===== config.mk =====
export PLATFORM = sky130hd
export DESIGN_NAME = line_sensor_centroid_core
export DESIGN_NICKNAME = d
export VERILOG_FILES = /design/src/rtl/lsc_pkg.sv /design/src/rtl/line_sensor_centroid_core.sv
export SDC_FILE = /design/constraint.sdc
export NUM_CORES = 1
export LEC_CHECK = 0
export ABC_AREA = 1
export BUFFER_PORTS_ARGS = -buffer_cell sky130_fd_sc_hd__buf_2
export CORE_MARGIN = 4
export CORE_UTILIZATION = 40
export CTS_CLUSTER_SIZE = 10
export DETAILED_ROUTE_END_ITERATION = 16
export HOLD_SLACK_MARGIN = 0.12
export SLEW_MARGIN = 20
export SYNTH_ARGS = -nofsm -noshare
export SYNTH_HDL_FRONTEND = slang
export SYNTH_SLANG_ARGS = --single-unit

===== constraint.sdc =====
create_clock -name clk -period 4.8 [get_ports clk]
set_clock_uncertainty 0.2 [all_clocks]
set_input_delay 0.72 -clock clk [delete_from_list [all_inputs] [get_ports clk]]
set_output_delay 0.72 -clock clk [all_outputs]
set_load 0.02 [all_outputs]

===== src/rtl/lsc_pkg.sv =====
// shared field widths and constants for the line sensor centroid block
package lsc_pkg;

	localparam int SAMPLE_W      = 10;
	localparam int BLACK_TOTAL_W = 7;
	localparam int CENTROID_W    = 14;
	localparam int FRAC_BITS     = 8;

	localparam logic [SAMPLE_W-1:0] THRESHOLD_RESET = 10'd512;

	localparam logic LABEL_WHITE = 1'b0;
	localparam logic LABEL_BLACK = 1'b1;

endpackage


===== src/rtl/line_sensor_centroid_core.sv =====
// line sensor centroid core: thresholding, black accumulation and centroid divider
//
// Each transfer carries one sensor sample and a last flag; exactly one result
// follows per sample. A sample that does not close the frame, or closes a frame
// with no black sample, has its result registered in the cycle after it is
// accepted. A closing sample with black samples runs a restoring divider that
// yields one quotient bit per cycle over the position sum (SUM_W bits wide) with
// 8 fraction bits appended. Input is stalled while the divider runs and while an
// unclaimed result sits in the output register.
module line_sensor_centroid_core import lsc_pkg::*; #(
	parameter int MAX_SENSORS = 64
) (
	input  logic                     clk,
	input  logic                     arst_n,
	input  logic                     cfg_we,
	input  logic [SAMPLE_W-1:0]      cfg_wdata,
	input  logic                     in_valid,
	output logic                     in_stall,
	input  logic [SAMPLE_W-1:0]      sample,
	input  logic                     last,
	output logic                     out_valid,
	input  logic                     out_stall,
	output logic                     label,
	output logic                     frame_done,
	output logic [BLACK_TOTAL_W-1:0] black_total,
	output logic                     line_found,
	output logic [CENTROID_W-1:0]    centroid_q8,
	output logic                     too_long
);

	localparam int CNT_W   = $clog2(MAX_SENSORS + 1);
	localparam int SUM_RAW = $clog2(MAX_SENSORS * (MAX_SENSORS - 1) / 2 + 1);
	localparam int SUM_W   = (SUM_RAW > 0) ? SUM_RAW : 1;
	localparam int DW      = SUM_W + FRAC_BITS;
	localparam int STEP_W  = $clog2(DW);

	localparam logic S_IDLE = 1'b0;
	localparam logic S_DIV  = 1'b1;

	logic                     state_q;
	logic [SAMPLE_W-1:0]      threshold_q;
	logic [CNT_W-1:0]         pos_q;
	logic [CNT_W-1:0]         black_q;
	logic [SUM_W-1:0]         sum_q;
	logic                     ovf_q;

	logic [CNT_W-1:0]         div_q;
	logic [CNT_W-1:0]         rem_q;
	logic [DW-1:0]            dq_q;
	logic [STEP_W-1:0]        step_q;

	logic                     out_valid_q;
	logic                     label_q;
	logic                     frame_done_q;
	logic [BLACK_TOTAL_W-1:0] black_total_q;
	logic                     line_found_q;
	logic [CENTROID_W-1:0]    centroid_q;
	logic                     too_long_q;

	logic             accept;
	logic             taken;
	logic             lbl;
	logic             in_range;
	logic             hit;
	logic [CNT_W-1:0] new_black;
	logic [SUM_W-1:0] new_sum;
	logic             new_ovf;
	logic [CNT_W:0]   rem_shift;
	logic             q_bit;
	logic [CNT_W-1:0] rem_next;
	logic [DW-1:0]    dq_next;
	logic             div_done;

	assign in_stall = (state_q != S_IDLE) || (out_valid_q && out_stall);
	assign accept   = in_valid && !in_stall;
	assign taken    = out_valid_q && !out_stall;

	assign lbl       = (sample < threshold_q) ? LABEL_BLACK : LABEL_WHITE;
	assign in_range  = pos_q < CNT_W'(MAX_SENSORS);
	assign hit       = in_range && (lbl == LABEL_BLACK);
	assign new_black = black_q + CNT_W'(hit);
	assign new_sum   = hit ? (sum_q + SUM_W'(pos_q)) : sum_q;
	assign new_ovf   = ovf_q || !in_range;

	// restoring divide step, one quotient bit per cycle
	assign rem_shift = {rem_q, dq_q[DW-1]};
	assign q_bit     = rem_shift >= {1'b0, div_q};
	assign rem_next  = q_bit ? CNT_W'(rem_shift - {1'b0, div_q}) : CNT_W'(rem_shift);
	assign dq_next   = {dq_q[DW-2:0], q_bit};
	assign div_done  = (state_q == S_DIV) && (step_q == STEP_W'(DW - 1));

	always_ff @(posedge clk or negedge arst_n) begin
		if (!arst_n) begin
			threshold_q <= THRESHOLD_RESET;
		end else if (cfg_we) begin
			threshold_q <= cfg_wdata;
		end
	end

	always_ff @(posedge clk or negedge arst_n) begin
		if (!arst_n) begin
			state_q     <= S_IDLE;
			pos_q       <= '0;
			black_q     <= '0;
			sum_q       <= '0;
			ovf_q       <= 1'b0;
			step_q      <= '0;
			out_valid_q <= 1'b0;
		end else begin
			if (taken) begin
				out_valid_q <= 1'b0;
			end
			case (state_q)
				S_IDLE: begin
					if (accept) begin
						if (last) begin
							pos_q   <= '0;
							black_q <= '0;
							sum_q   <= '0;
							ovf_q   <= 1'b0;
							if (new_black != '0) begin
								state_q <= S_DIV;
								step_q  <= '0;
							end else begin
								out_valid_q <= 1'b1;
							end
						end else begin
							if (in_range) begin
								pos_q <= pos_q + CNT_W'(1);
							end
							black_q     <= new_black;
							sum_q       <= new_sum;
							ovf_q       <= new_ovf;
							out_valid_q <= 1'b1;
						end
					end
				end
				S_DIV: begin
					step_q <= step_q + STEP_W'(1);
					if (div_done) begin
						state_q     <= S_IDLE;
						out_valid_q <= 1'b1;
					end
				end
				default: begin
					state_q <= S_IDLE;
				end
			endcase
		end
	end

	// payload and divider datapath
	always_ff @(posedge clk) begin
		if (accept) begin
			label_q       <= lbl;
			frame_done_q  <= last;
			black_total_q <= last ? BLACK_TOTAL_W'(new_black) : '0;
			line_found_q  <= last && (new_black != '0);
			too_long_q    <= last && new_ovf;
			centroid_q    <= '0;
			div_q         <= new_black;
			rem_q         <= '0;
			dq_q          <= {new_sum, {FRAC_BITS{1'b0}}};
		end else if (state_q == S_DIV) begin
			rem_q <= rem_next;
			dq_q  <= dq_next;
			if (div_done) begin
				centroid_q <= CENTROID_W'(dq_next);
			end
		end
	end

	assign out_valid   = out_valid_q;
	assign label       = label_q;
	assign frame_done  = frame_done_q;
	assign black_total = black_total_q;
	assign line_found  = line_found_q;
	assign centroid_q8 = centroid_q;
	assign too_long    = too_long_q;

endmodule


After elaboration in Yosys (flattened, before gate mapping) --
Index checks and enable logic that the tools add are counted.
Word-level totals: bits in registers 101, memories kept 0, memory bits (writable) 0, input bits 26, logic and storage cells 75, bits in latches 0, ROM bits 0
Cells by class: reductions and logical operators 19, bitwise operators 1, $lt $le $gt $ge 3, multiply operators 0, add/sub/neg operators 5, multiplexer cells 25, equal/unequal tests 4, div/mod/pow operators 0, shift-type cells 0
Operator list (count):
- 19-bit 2-to-1 mux | 2
- 7-bit 2-to-1 mux | 4
- 11-bit 2-to-1 mux | 2
- 5-bit 2-to-1 mux | 3
- 11-bit by 7-bit adder with 11-bit output | 1
- 1-bit 2-to-1 mux | 11
- 10-bit less-than comparator | 1
- 5-bit case mux with 2 select lines | 1
- 8-bit by 7-bit greater-or-equal comparator with 1-bit output | 1
- 7-bit by 1-bit adder with 7-bit output | 1
- 7-bit by 1-bit adder with 7-bit output, second input constant | 1
- 1-bit logical AND | 7
- 7-bit less-than comparator, second input constant | 1
- 7-bit nonzero test | 1
- 7-bit subtractor | 1
- 2-bit != test, second input constant | 3
- 3-bit AND reduction | 2
- 5-bit by 1-bit adder with 5-bit output, second input constant | 1
- 5-bit == test, second input constant | 1
- 1-bit case mux with 2 select lines | 2
- 2-bit AND reduction | 2
- 2-bit nonzero test | 2
- 1-bit zero test | 3
- 1-bit logical OR | 2
- 1-bit NOT | 1

Longest topological paths before layout --
depth in word-level cells 9, mapped depth 20, depth with buffers taken out 19

Worst setup path after synthesis --
OpenSTA, ideal clock, no wires.
kind input to register, from input sample[9], to register line_found_q, in the netlist line_found, data pin, library setup time 251 ps, path slack 1590 ps, required time 4349 ps, stages on the path 14, buffers on the path 1, data arrival time 2759 ps, cells stage by stage ha_1 a21o_1 nor2_1 nand4_1 inv_1 buf_2 ha_1 ha_1 nand3_1 nor2_2 xor2_2 nand4_2 nand2_1 inv_1
On the way: word-level cells in the longest chain between the ends 6
Ends and longest elaborated chain:
- start, declared | line line_sensor_centroid_core.sv:19 | input logic [SAMPLE_W-1:0] sample,
- 10-bit less-than comparator | line line_sensor_centroid_core.sv:78 | assign lbl = (sample < threshold_q) ? LABEL_BLACK : LABEL_WHITE;
- 1-bit 2-to-1 mux | line line_sensor_centroid_core.sv:78
- 1-bit logical AND | line line_sensor_centroid_core.sv:80 | assign hit = in_range && (lbl == LABEL_BLACK);
- 7-bit by 1-bit adder with 7-bit output | line line_sensor_centroid_core.sv:81 | assign new_black = black_q + CNT_W'(hit);
- 7-bit nonzero test | line line_sensor_centroid_core.sv:158 | line_found_q <= last && (new_black != '0);
- 1-bit logical AND | line line_sensor_centroid_core.sv:158
- end signal, assigned | line line_sensor_centroid_core.sv:158
- end, declared | line line_sensor_centroid_core.sv:56 | logic line_found_q;
Every way passes these cells. A chain may end at the register's enable or synchronous reset.

Worst setup path after layout --
from register threshold_q[9], to register line_found_q, in the netlist line_found, data pin
On the way: word-level cells in the longest chain between the ends 6
Ends and longest elaborated chain:
- start, declared | line line_sensor_centroid_core.sv:41 | logic [SAMPLE_W-1:0] threshold_q;
- start signal, assigned | line line_sensor_centroid_core.sv:96 | threshold_q <= cfg_wdata;
- 10-bit less-than comparator | line line_sensor_centroid_core.sv:78
- 1-bit 2-to-1 mux | line line_sensor_centroid_core.sv:78
- 1-bit logical AND | line line_sensor_centroid_core.sv:80
- 7-bit by 1-bit adder with 7-bit output | line line_sensor_centroid_core.sv:81
- named net new_black[4] | line line_sensor_centroid_core.sv:65 | logic [CNT_W-1:0] new_black;
- 7-bit nonzero test | line line_sensor_centroid_core.sv:158
- 1-bit logical AND | line line_sensor_centroid_core.sv:158
The timed path passes the listed nets, and every way through them passes these cells.

==> metrics.txt <==
# TYPE chip_impl_metric gauge
chip_impl_info{name="outcome",value="finished clean"} 1
chip_impl_metric{name="total_leakage_power",unit="nW"} 2.98
chip_impl_metric{name="globalplace.congestion",unit=""} 0.885
chip_impl_metric{name="internal_power_component",unit="mW"} 2.06
chip_impl_metric{name="synth-edff-count",unit=""} 29
chip_impl_metric{name="antenna_violations_before_repair",unit=""} 0
chip_impl_metric{name="clock_group_share_of_total_power",unit="%"} 19.8
chip_impl_metric{name="power_density_over_the_cells",unit="mW/mm^2"} 576
chip_impl_metric{name="final_max_slew_viol_count",unit=""} 0
chip_impl_info{name="critical_path.startpoint_type",value="flip-flop"} 1
chip_impl_metric{name="cts-htree-levels",unit=""} 3
chip_impl_metric{name="timing.final.crit_share",unit="%"} 72.6
chip_impl_metric{name="min_period",unit="ns"} 3.49
chip_impl_metric{name="first_global_vias",unit=""} 4235
chip_impl_metric{name="area_growth",unit="%"} 12.8
chip_impl_metric{name="netlist_area",unit="mm^2"} 0.00534
chip_impl_info{name="synth_ff_type",value="sky130_fd_sc_hd__dfrtp_1"} 1
chip_impl_metric{name="cts_max_path_buffers",unit=""} 2
chip_impl_metric{name="core_area",unit="mm^2"} 0.0128
chip_impl_metric{name="globalRouteOverflowTotal",unit=""} 0
chip_impl_metric{name="cap_viol_max_count",unit=""} 0
chip_impl_metric{name="yosysWarningCount",unit=""} 0
chip_impl_info{name="worst-setup-path-type",value="flip-flop to flip-flop"} 1
chip_impl_metric{name="ys_seq_area_share",unit="%"} 47.4
chip_impl_metric{name="first_iter_violations",unit=""} 325
chip_impl_metric{name="power.combinational.fraction",unit="%"} 40.4
chip_impl_metric{name="worst_path_max_fanout",unit=""} 12
chip_impl_metric{name="routed_vias",unit=""} 4352
chip_impl_metric{name="worstSkewPairLatency",unit="ns"} 0.36
chip_impl_metric{name="antenna_violating_nets_post_route",unit=""} 0
chip_impl_metric{name="groute.usage.overall",unit="%"} 16.5
chip_impl_metric{name="drt_pass1_iterations",unit=""} 5
chip_impl_metric{name="met1_global_route_usage",unit="%"} 21.5
chip_impl_info{name="clockRootBuffer",value="sky130_fd_sc_hd__clkbuf_16"} 1
chip_impl_metric{name="finalSetupTns",unit="ns"} 0
chip_impl_info{name="endpoint_kind",value="flip-flop"} 1
chip_impl_metric{name="detail_routed_net_length_per_standard_cell",unit="um"} 13.0
chip_impl_info{name="most-common-layout-cells",value="200 x sky130_fd_sc_hd__nand2_1, 86 x sky130_fd_sc_hd__inv_1, 55 x sky130_fd_sc_hd__nand3_1"} 1
chip_impl_metric{name="io_buffers",unit=""} 52
chip_impl_metric{name="dieWidth",unit="um"} 124
chip_impl_metric{name="fp.dieArea",unit="mm^2"} 0.0153
chip_impl_metric{name="ys_seq_elements",unit=""} 101
chip_impl_metric{name="grt_max_degree",unit=""} 44
chip_impl_metric{name="p_switching",unit="mW"} 1.41
chip_impl_metric{name="finalNonFillerCells",unit=""} 884
chip_impl_metric{name="power_switching_share",unit="%"} 40.6
chip_impl_metric{name="placementRows",unit=""} 41
chip_impl_metric{name="grt_first_pass_wirelength",unit="mm"} 19.9
chip_impl_metric{name="grtUsageMet2",unit="%"} 27.2
chip_impl_metric{name="post_cts_hold_buffer_count",unit=""} 0
chip_impl_metric{name="crit_arrival",unit="ns"} 3.41
chip_impl_info{name="grt-busiest-layer",value="met2"} 1
chip_impl_metric{name="drt_drc_violations_left",unit=""} 0
chip_impl_metric{name="start_util",unit="%"} 41.6
chip_impl_metric{name="final_wl",unit="mm"} 11.5
chip_impl_info{name="hold_path_class",value="input port to asynchronous set/reset pin"} 1
chip_impl_metric{name="critical_path_required",unit="ns"} 4.72
chip_impl_metric{name="worst_setup_hold_path_clk_slew",unit="ns"} 0.07
chip_impl_metric{name="global_route.usage.met3",unit="%"} 3.80
chip_impl_metric{name="drive_gt1_share",unit="%"} 12.5
chip_impl_metric{name="fmax",unit="MHz"} 287
chip_impl_metric{name="setup_viol",unit=""} 0
chip_impl_metric{name="cts_resized",unit=""} 0
chip_impl_metric{name="finalPower",unit="mW"} 3.47
chip_impl_info{name="rsz0062_at_grt",value="false"} 1
chip_impl_metric{name="instance_count_of_the_mapped_netlist",unit=""} 661
chip_impl_metric{name="postCtsSetupBuffers",unit=""} 0
chip_impl_metric{name="tritoncts_num_sinks",unit=""} 101
chip_impl_metric{name="max_slew.worst_pin.slew",unit="ns"} 0.813
chip_impl_metric{name="antenna-diode-count",unit=""} 0
chip_impl_metric{name="postSynthAreaPerCell",unit="um^2"} 8.07
chip_impl_metric{name="relSlewSlack",unit="%"} 45.7
chip_impl_info{name="tritoncts",value="built"} 1
chip_impl_metric{name="tritoncts.num_buffers",unit=""} 9
chip_impl_metric{name="fp.dieH",unit="um"} 124
chip_impl_metric{name="netlist-cell-type-count",unit=""} 41
chip_impl_metric{name="place_inst",unit=""} 868
chip_impl_metric{name="number_of_hold_slack_violations_in_the_final_timing_report",unit=""} 0
chip_impl_metric{name="design.portCount",unit=""} 53
chip_impl_metric{name="synth_async_sr_flop_share",unit="%"} 42.6
chip_impl_metric{name="dp_hpwl",unit="mm"} 8.37
chip_impl_info{name="mostFrequentLayoutCell",value="sky130_fd_sc_hd__nand2_1"} 1
chip_impl_metric{name="final.hold.worst_slack",unit="ns"} 0.164
chip_impl_metric{name="worst_ir_drop_vdd",unit="mV"} 0.171
chip_impl_metric{name="power_frac_seq",unit="%"} 39.9
chip_impl_metric{name="viasPerCell",unit=""} 4.92
chip_impl_metric{name="syn-num-nets",unit=""} 717
chip_impl_metric{name="final_nets",unit=""} 763
-- state kept, by name, summed over array words and instances (netlist names), 5 cells and up --
name	cells
step_q	5
black_total	7
dq_q	19
pos_q	7
rem_q	7
centroid_q8	14
black_q	7
threshold_q	10
div_q	7
sum_q	11
-- stage by stage --
step           cell area [um^2]  setup WS (ns)  utilization [%]
2_1_floorplan              5340           1.59                -
5_1_grt                    6020          0.976             46.9
6_report                   6020           1.31             46.9
3_3_place_gp               5750           1.09             44.8
3_5_place_dp               5750           1.00             44.8
4_1_cts                    6020           1.29             46.9
-- worst paths after layout --
| check | startpoint | to | slack, ns | cells after the start |
|---|---|---|---|---|
| setup / recovery | threshold_q[9]$_DFFE_PN1P_ | line_found$_DFFE_PP_ | 1.31 | 16 |
| hold / removal | arst_n | black_q[3]$_DFFE_PN0P_ | 0.16 | 1 |
| setup reg to reg | threshold_q[9]$_DFFE_PN1P_ | line_found$_DFFE_PP_ | 1.31 | 16 |
| hold reg to reg | centroid_q8[8]$_SDFFE_PP0P_ | centroid_q8[8]$_SDFFE_PP0P_ | 0.26 | 2 |
| max in group asynchronous | arst_n | threshold_q[5]$_DFFE_PN0P_ | 3.84 | 1 |
| min in group clk | centroid_q8[8]$_SDFFE_PP0P_ | centroid_q8[8]$_SDFFE_PP0P_ | 0.26 | 2 |
-- Yosys cell counts (2+ instances only) --
master,n,area [um^2]
sky130_fd_sc_hd__clkbuf_1,7,26.3
sky130_fd_sc_hd__fa_1,2,40.0
sky130_fd_sc_hd__o21a_1,2,15.0
sky130_fd_sc_hd__nand3_2,2,20.0
sky130_fd_sc_hd__buf_2,7,35.0
sky130_fd_sc_hd__edfxtp_1,29,871
sky130_fd_sc_hd__dfxtp_1,29,581
sky130_fd_sc_hd__o21ai_1,4,20.0
sky130_fd_sc_hd__xor2_1,6,52.6
sky130_fd_sc_hd__nor3_1,4,20.0
sky130_fd_sc_hd__a21oi_1,33,165
sky130_fd_sc_hd__o21ai_0,33,165
sky130_fd_sc_hd__inv_1,86,323
sky130_fd_sc_hd__dfrtp_1,42,1050
sky130_fd_sc_hd__nand2_1,200,751
sky130_fd_sc_hd__nand3_1,55,275
sky130_fd_sc_hd__nor2_1,37,139
sky130_fd_sc_hd__xnor2_1,5,43.8
sky130_fd_sc_hd__o22ai_1,3,18.8
sky130_fd_sc_hd__nand4_1,16,100
sky130_fd_sc_hd__a21o_1,3,22.5
sky130_fd_sc_hd__nor2_2,4,25.0
sky130_fd_sc_hd__ha_1,28,350
sky130_fd_sc_hd__xor2_2,2,32.5
sky130_fd_sc_hd__buf_1,6,22.5
-- cell families (layout without fill, tap and decap cells) --
family | count (synthesis) | after routing | share of synthesized area, %
buffers and inverters | 109 | 160 | 8.00
flip-flops | 101 | 101 | 47.4
AO/OA/AOI/OAI | 82 | 82 | 8.39
AND/OR/NAND/NOR | 325 | 325 | 26.3
adder cells (fa/ha/maj) | 30 | 30 | 7.32
XOR/XNOR | 13 | 13 | 2.41
multiplexers | 1 | 1 | 0.211
-- power groups by stage --
stage               Clock, mW  Sequential (mW)  Combinational (mW)
finish                  0.686             1.38                1.40
floorplan                   0             1.40                1.06
global placement            0             1.39                1.37
detailed placement          0             1.40                1.41
global route            0.738             1.42                1.64
CTS                     0.700             1.38                1.42
-- final cells by class --
| type | count | area (um^2) |
|---|---|---|
| fillers | 1295 | 6810 |
| repair buffers | 56 | 293 |
| flip-flops and latches | 101 | 2530 |
| clock inverters | 3 | 20.0 |
| clock buffers | 13 | 250 |
| multi-input cells | 451 | 2380 |
| well taps | 172 | 215 |
| inverters | 88 | 332 |
-- layer usage --
layer	share of wire [%]	wire length (um)
met1	48	5460
met2	48	5460
met3	3.5	399
met4	1.4	166
met5	0	0
-- worst max-delay path: stages (launching register included) --
cell                      delay, ns
sky130_fd_sc_hd__dfstp_2       0.52
sky130_fd_sc_hd__inv_1         0.05
sky130_fd_sc_hd__ha_1          0.28
sky130_fd_sc_hd__a21o_1        0.18
sky130_fd_sc_hd__nor2_1        0.14
sky130_fd_sc_hd__nand4_1       0.12
sky130_fd_sc_hd__buf_4         0.19
sky130_fd_sc_hd__inv_1         0.29
sky130_fd_sc_hd__ha_1          0.27
sky130_fd_sc_hd__ha_1          0.21
sky130_fd_sc_hd__nand3_1       0.10
sky130_fd_sc_hd__xor2_1        0.22
sky130_fd_sc_hd__inv_1         0.08
sky130_fd_sc_hd__nor2_1        0.14
sky130_fd_sc_hd__nand4_2       0.12
sky130_fd_sc_hd__nand2_1       0.11
sky130_fd_sc_hd__inv_1         0.04
Note: power is estimated with default switching activity, not from simulation.
